==> src/rtl/hln_pkg.sv <==
`default_nettype none

package hln_pkg;

  localparam logic [7:0] ChCr  = 8'h0D;
  localparam logic [7:0] ChLf  = 8'h0A;
  localparam logic [7:0] ChSp  = 8'h20;
  localparam logic [7:0] ChTab = 8'h09;

  // Lookahead phase: a CR is held, or a newline waits for its fold check.
  typedef enum logic [1:0] {
    PH_IDLE = 2'd0,
    PH_CR   = 2'd1,
    PH_LF   = 2'd2
  } hln_phase_e;

  typedef struct packed {
    logic [7:0] out_byte;
    logic       end_marker;
    logic       last_of_run;
  } hln_res_t;

  // Everything one input word produces: up to two results and the next state.
  typedef struct packed {
    logic [1:0]      cnt;
    hln_res_t [1:0]  res;
    hln_phase_e      phase;
    logic            lwn;
  } hln_step_t;

endpackage

`default_nettype wire

==> src/rtl/hln_step.sv <==
`default_nettype none

module hln_step import hln_pkg::*; (
  input  var logic [7:0]  byte_i,
  input  var logic        eoi_i,
  input  var hln_phase_e  phase_i,
  input  var logic        lwn_i,
  output hln_step_t       step_o
);

  function automatic hln_step_t push(hln_step_t s, logic [7:0] b, logic endm);
    hln_step_t t;
    t = s;
    t.res[s.cnt[0]].out_byte    = b;
    t.res[s.cnt[0]].end_marker  = endm;
    t.res[s.cnt[0]].last_of_run = 1'b0;
    t.cnt = s.cnt + 2'd1;
    return t;
  endfunction

  // A newline is known: emit it now if the last output was already a newline,
  // otherwise hold it for the fold check against the next byte.
  function automatic hln_step_t resolve(hln_step_t s);
    hln_step_t t;
    t = s;
    if (s.lwn) begin
      t.phase = PH_IDLE;
      t = push(t, ChLf, 1'b0);
    end else begin
      t.phase = PH_LF;
    end
    return t;
  endfunction

  function automatic hln_step_t fresh(hln_step_t s, logic [7:0] b);
    hln_step_t t;
    t = s;
    if (b == ChCr) begin
      t.phase = PH_CR;
    end else if (b == ChLf) begin
      t = resolve(t);
    end else begin
      t.phase = PH_IDLE;
      t.lwn   = 1'b0;
      t = push(t, b, 1'b0);
    end
    return t;
  endfunction

  function automatic hln_step_t fold(hln_step_t s, logic [7:0] b);
    hln_step_t t;
    t = s;
    if (!s.lwn && (b == ChSp || b == ChTab)) begin
      t.phase = PH_IDLE;
      t.lwn   = 1'b0;
      t = push(t, ChSp, 1'b0);
    end else begin
      t = push(t, ChLf, 1'b0);
      t.lwn   = 1'b1;
      t.phase = PH_IDLE;
      t = fresh(t, b);
    end
    return t;
  endfunction

  always_comb begin
    hln_step_t s;
    s       = '0;
    s.phase = PH_IDLE;
    s.lwn   = lwn_i;
    if (eoi_i) begin
      if (phase_i == PH_CR || phase_i == PH_LF) begin
        s = push(s, ChLf, 1'b0);
      end
      s = push(s, 8'h00, 1'b1);
      s.phase = PH_IDLE;
      s.lwn   = 1'b0;
    end else begin
      unique case (phase_i)
        PH_CR: begin
          if (byte_i == ChLf) begin
            s = resolve(s);
          end else begin
            s = fold(s, byte_i);
          end
        end
        PH_LF:   s = fold(s, byte_i);
        default: s = fresh(s, byte_i);
      endcase
    end
    if (s.cnt == 2'd2) begin
      s.res[1].last_of_run = 1'b1;
    end else if (s.cnt == 2'd1) begin
      s.res[0].last_of_run = 1'b1;
    end
    step_o = s;
  end

endmodule

`default_nettype wire

==> src/rtl/hln_out_q.sv <==
`default_nettype none

module hln_out_q import hln_pkg::*; (
  input  var logic             clk_i,
  input  var logic             rst_ni,
  input  var logic             push_i,
  input  var logic [1:0]       push_cnt_i,
  input  var hln_res_t [1:0]   push_res_i,
  output logic                 empty_next_o,
  output logic                 valid_o,
  input  var logic             stall_i,
  output hln_res_t             res_o
);

  logic [1:0]     cnt_q, cnt_d;
  hln_res_t [1:0] slot_q, slot_d;
  logic           pop;

  assign valid_o = (cnt_q != 2'd0);
  assign pop     = valid_o && !stall_i;
  assign res_o   = slot_q[0];

  // Room for a full two-word burst exists when the queue is empty or its only word leaves this cycle.
  assign empty_next_o = (cnt_q == 2'd0) || (cnt_q == 2'd1 && pop);

  always_comb begin
    cnt_d  = cnt_q;
    slot_d = slot_q;
    if (push_i) begin
      cnt_d  = push_cnt_i;
      slot_d = push_res_i;
    end else if (pop) begin
      cnt_d     = cnt_q - 2'd1;
      slot_d[0] = slot_q[1];
    end
  end

  always_ff @(posedge clk_i or negedge rst_ni) begin
    if (!rst_ni) begin
      cnt_q <= 2'd0;
    end else begin
      cnt_q <= cnt_d;
    end
  end

  always_ff @(posedge clk_i) begin
    slot_q <= slot_d;
  end

endmodule

`default_nettype wire

==> src/rtl/http_line_ending_normalizer.sv <==
`default_nettype none

// Channel | Direction | Handshake              | Word
// input   | in        | in_valid_i / in_stall_o   | in_byte_i, end_of_input_i
// output  | out       | out_valid_o / out_stall_i | out_byte_o, end_marker_o, last_of_run_o
//
// One input word is taken per cycle while in_stall_o is low; it is held in the input register,
// and its results are registered in the output queue. A word that yields two results fills
// both queue slots, and the input side stalls while both are held.
// Reset clears the input register, the lookahead phase and the output queue.
// Input words wait in the input register while the output queue lacks room for two results.

module http_line_ending_normalizer import hln_pkg::*; (
  input  var logic       clk_i,
  input  var logic       rst_ni,
  input  var logic       in_valid_i,
  output logic           in_stall_o,
  input  var logic [7:0] in_byte_i,
  input  var logic       end_of_input_i,
  output logic           out_valid_o,
  input  var logic       out_stall_i,
  output logic [7:0]     out_byte_o,
  output logic           end_marker_o,
  output logic           last_of_run_o
);

  logic       in_vld_q;
  logic [7:0] byte_q;
  logic       eoi_q;
  hln_phase_e phase_q, phase_d;
  logic       lwn_q, lwn_d;
  logic       room;
  logic       proc;
  hln_step_t  step;
  hln_res_t   res;

  assign proc       = in_vld_q && room;
  assign in_stall_o = in_vld_q && !room;

  hln_step u_step (
    .byte_i  (byte_q),
    .eoi_i   (eoi_q),
    .phase_i (phase_q),
    .lwn_i   (lwn_q),
    .step_o  (step)
  );

  assign phase_d = proc ? step.phase : phase_q;
  assign lwn_d   = proc ? step.lwn   : lwn_q;

  always_ff @(posedge clk_i or negedge rst_ni) begin
    if (!rst_ni) begin
      in_vld_q <= 1'b0;
      phase_q  <= PH_IDLE;
      lwn_q    <= 1'b0;
    end else begin
      if (!in_stall_o) begin
        in_vld_q <= in_valid_i;
      end
      phase_q <= phase_d;
      lwn_q   <= lwn_d;
    end
  end

  always_ff @(posedge clk_i) begin
    if (in_valid_i && !in_stall_o) begin
      byte_q <= in_byte_i;
      eoi_q  <= end_of_input_i;
    end
  end

  hln_out_q u_out_q (
    .clk_i        (clk_i),
    .rst_ni       (rst_ni),
    .push_i       (proc),
    .push_cnt_i   (step.cnt),
    .push_res_i   (step.res),
    .empty_next_o (room),
    .valid_o      (out_valid_o),
    .stall_i      (out_stall_i),
    .res_o        (res)
  );

  assign out_byte_o    = res.out_byte;
  assign end_marker_o  = res.end_marker;
  assign last_of_run_o = res.last_of_run;

endmodule

`default_nettype wire

==> config.mk <==
export PLATFORM = sky130hd
export DESIGN_NAME = http_line_ending_normalizer
export DESIGN_NICKNAME = d
export VERILOG_FILES = /design/src/rtl/hln_pkg.sv /design/src/rtl/hln_step.sv /design/src/rtl/hln_out_q.sv /design/src/rtl/http_line_ending_normalizer.sv
export SDC_FILE = /design/constraint.sdc
export NUM_CORES = 1
export LEC_CHECK = 0
export ABC_CLOCK_PERIOD_IN_PS = 2500
export BUFFER_PORTS_ARGS = -buffer_cell sky130_fd_sc_hd__buf_2
export CAP_MARGIN = 20
export CORE_ASPECT_RATIO = 0.75
export CORE_UTILIZATION = 40
export DETAILED_ROUTE_END_ITERATION = 7
export SYNTH_ARGS = -nofsm -noshare
export SYNTH_HDL_FRONTEND = slang
export SYNTH_SLANG_ARGS = --single-unit
==> constraint.sdc <==
create_clock -name clk_i -period 2.5 [get_ports clk_i]
set_input_delay 0.125 -clock clk_i [delete_from_list [all_inputs] [get_ports clk_i]]
set_output_delay 0.125 -clock clk_i [all_outputs]
set_load 0.01 [all_outputs]
==> results.toml <==
[floorplan]
dieArea_sq_um = 4599
num_rows = 20
io_pins = 25
initial_core_util_pct = 42.20
die_w_um = 77.98
die_h_um = 58.98
core_sq_um = 4104

[logic_synthesis]
syn_inst = 153
yosys.cell_types.count = 38
ys_seq_area_share_pct = 58.96
netlist_area_sq_um = 1732
syn_area_per_cell_sq_um = 11.32
synthAdderAreaFrac_pct = 2.890
synth_xor_area_share_pct = 0.5058
synthFlopType = "edfxtp_1"
synth_compound_area_share_pct = 11.71
synth_top_family_by_area = "simple AND/OR/NAND/NOR gates"
ys_async_sr_fraction_pct = 17.14
synth-edff-count = 29
synth.ff_latch_count = 35
synth.net_count = 170
yosys.area_share.simple_pct = 19.65
yosysWarnings = 0
synthMuxAreaShare_pct = 0

[critical_path]
crit_path_end_kind = "flop"
critPathKind = "flop to flop"
arrival_ns = 2.19
cp_top_family = "compound AO/OA/AOI/OAI gates"
worstPathCellList = "inv_1 > ha_1 > nor2b_1 > o21ai_1 > inv_2 > nand3_1 > o21ai_0 > a21oi_1"
required_ns = 2.64
critPathMaxFanout = 19
setup.worst_path.start_class = "flop"
crit_buf_inv = 2
slowest_delay_ns = 0.43
slowest_stage = "o21ai_1"

[power_and_ir_drop]
power_density_nw_per_um2 = 1175
ir_worst_vdd_mv = 0.3935
power_leakage_nw = 0.8486

[global_routing]
antenna_found_initial = 0
use_met3_pct = 4.308
grt_pass1_vias = 1098
grtUsageTotal_pct = 15.25
grt_busiest_layer = "met2"
grt_pass1_wl_um = 5306
use_met1_pct = 21.73
grt_max_degree = 20
overflow = 0
grt_use_met2_pct = 22.38

[placement]
port_buffers = 24
dpl.hpwl_um = 2407
routabilityCongestion = 0.9496

[finish]
finish.utilization_pct = 49.09
final_cell_mix = "29 x edfxtp_1, 24 x buf_2, 13 x nand2_1"
fillers = 381
drive_gt1_share_pct = 21.91
diodes = 0
layout.nets = 194
area_growth_pct = 16.33
final_common_cell = "edfxtp_1"

[run_status]
status = "finished, final reports clean"

[clock_tree]
cts.sinks = 35
clk_pin_slew_ns = 0.07
cts_buffers = 5
clk_latency_ns = 0.29
cts-root-buf = "clkbuf_8"
tritoncts = "yes"
cts_buffer_depth = 2
h-tree-depth = 2
cts_resized = 0

[timing]
hold_viol_final = 0
setup_viol = 0
slew_viol_final = 0
finalCritPeriodShare_pct = 82.26
maxSlewHeadroom_pct = 64.86
worst_slew_pin_slew_ns = 0.5235
min_period_ns = 2.056
fin_tns_setup_ns = 0
clock-skew-final_ns = 0.006664
rsz0062_at_grt = "no"
fmaxAchievable_mhz = 486.3

[min_path]
hold_path_class = "input port to flop"

[routing]
avgViaCountPerCell = 5.176
drc = 0
drt_first_iter_violations = 56
ant_nets = 0
drt-wirelength-per-cell_um = 13.55
firstDrtPassIters = 4
routed_wl_um = 3158
dr_total_vias = 1206

[job]
maxCapViolCount = 0
## sequential cells by signal (all words and copies together) (netlist names)
register,count
byte_q,8
u_out_q.res_o,10
in_vld_q,1
lwn_q,1
phase_q,2
eoi_q,1
u_out_q.slot_q,10
u_out_q.cnt_q,2
## path summary, 6_finish.rpt
| check | slack [ns] | depth (start not counted) | endpoint | startpoint |
|---|---|---|---|---|
| min in group asynchronous | 0.19 | 2 | u_out_q.cnt_q[0] | rst_ni |
| worst min register to register | 0.51 | 2 | u_out_q.res_o[6] | u_out_q.slot_q[16] |
| max in group asynchronous | 2.17 | 2 | in_vld_q | rst_ni |
| worst max-delay path | 0.44 | 8 | u_out_q.res_o[5] | u_out_q.cnt_q[1] |
| worst min-delay path | 0.01 | 1 | byte_q[3] | in_byte_i[3] |
| worst max register to register | 0.44 | 8 | u_out_q.res_o[5] | u_out_q.cnt_q[1] |
## cell usage after synthesis, drive strengths merged, types with 3 or more instances
cell type	count	share of area, %
nand2	13	2.8
and2	7	2.5
nand3	11	3.5
nor2b	3	1.1
inv	11	2.4
buf	8	3.5
a21oi	7	2.0
edfxtp	29	50
nor2	8	1.7
ha	4	2.9
and3	5	1.8
dfrtp	6	8.7
o21ai	12	3.5
## stage by stage
stage	std cells	power (W)	hold WS (ns)	cell area, sq um	setup WS, ns
floorplan	153	0.001588	-0.1706	1732	0.6942
global placement	224	0.001744	-0.04430	1868	0.5089
detailed placement	224	0.001781	-0.04225	1868	0.4798
CTS	233	0.002393	0.001969	2014	0.4719
global route	233	0.002531	0.0007512	2014	0.2335
finish	233	0.002368	0.01262	2014	0.4436
## logic make-up (layout without fill, tap and decap cells)
logic type | Yosys count | after routing
AO/OA/AOI/OAI | 33 | 33
XOR/XNOR | 1 | 1
adder cells (fa/ha/maj) | 4 | 4
buffers and inverters | 21 | 46
flip-flops | 35 | 35
AND/OR/NAND/NOR | 59 | 59
## worst reg2reg max path, stage by stage, from the launching register on
cell and delay (ns):
dfrtp_1 0.36, inv_1 0.07, ha_1 0.17, nor2b_1 0.14, o21ai_1 0.43, inv_2 0.29
nand3_1 0.21, o21ai_0 0.10, a21oi_1 0.15
## layout make-up
class,count,area [sq um],area share [%]
timing repair buffer,27,145.1,7.205
multi-input combinational,97,601.8,29.88
clock inverter,3,67.56,3.354
inverter,11,41.29,2.050
sequential,35,1021,50.68
clock buffer,5,68.82,3.416
tap,55,68.82,3.416
## per-layer routing
| layer | share of wire (%) | up-vias |
|---|---|---|
| met5 | 0 | - |
| met3 | 6.9 | 5 |
| li1 | - | 598 |
| met2 | 42 | 42 |
| met4 | 1.2 | 0 |
| met1 | 50 | 561 |
## where the power goes
part	switching [W]	leakage, nW	internal, W	total (W)
Combinational	0.000466	0.425	0.000271	0.000737
Sequential	0.0000934	0.359	0.000935	0.00103
Clock	0.000205	0.0644	0.000398	0.000603
Total	0.000764	0.849	0.00160	0.00237
## repair_timing
action                     4_1_cts  5_1_grt
hold buffers                     1        0
setup endpoints to repair        0        0
hold endpoints to repair         6        0
setup buffers                    0        0
No activity file was read; power rests on OpenSTA's default activity.
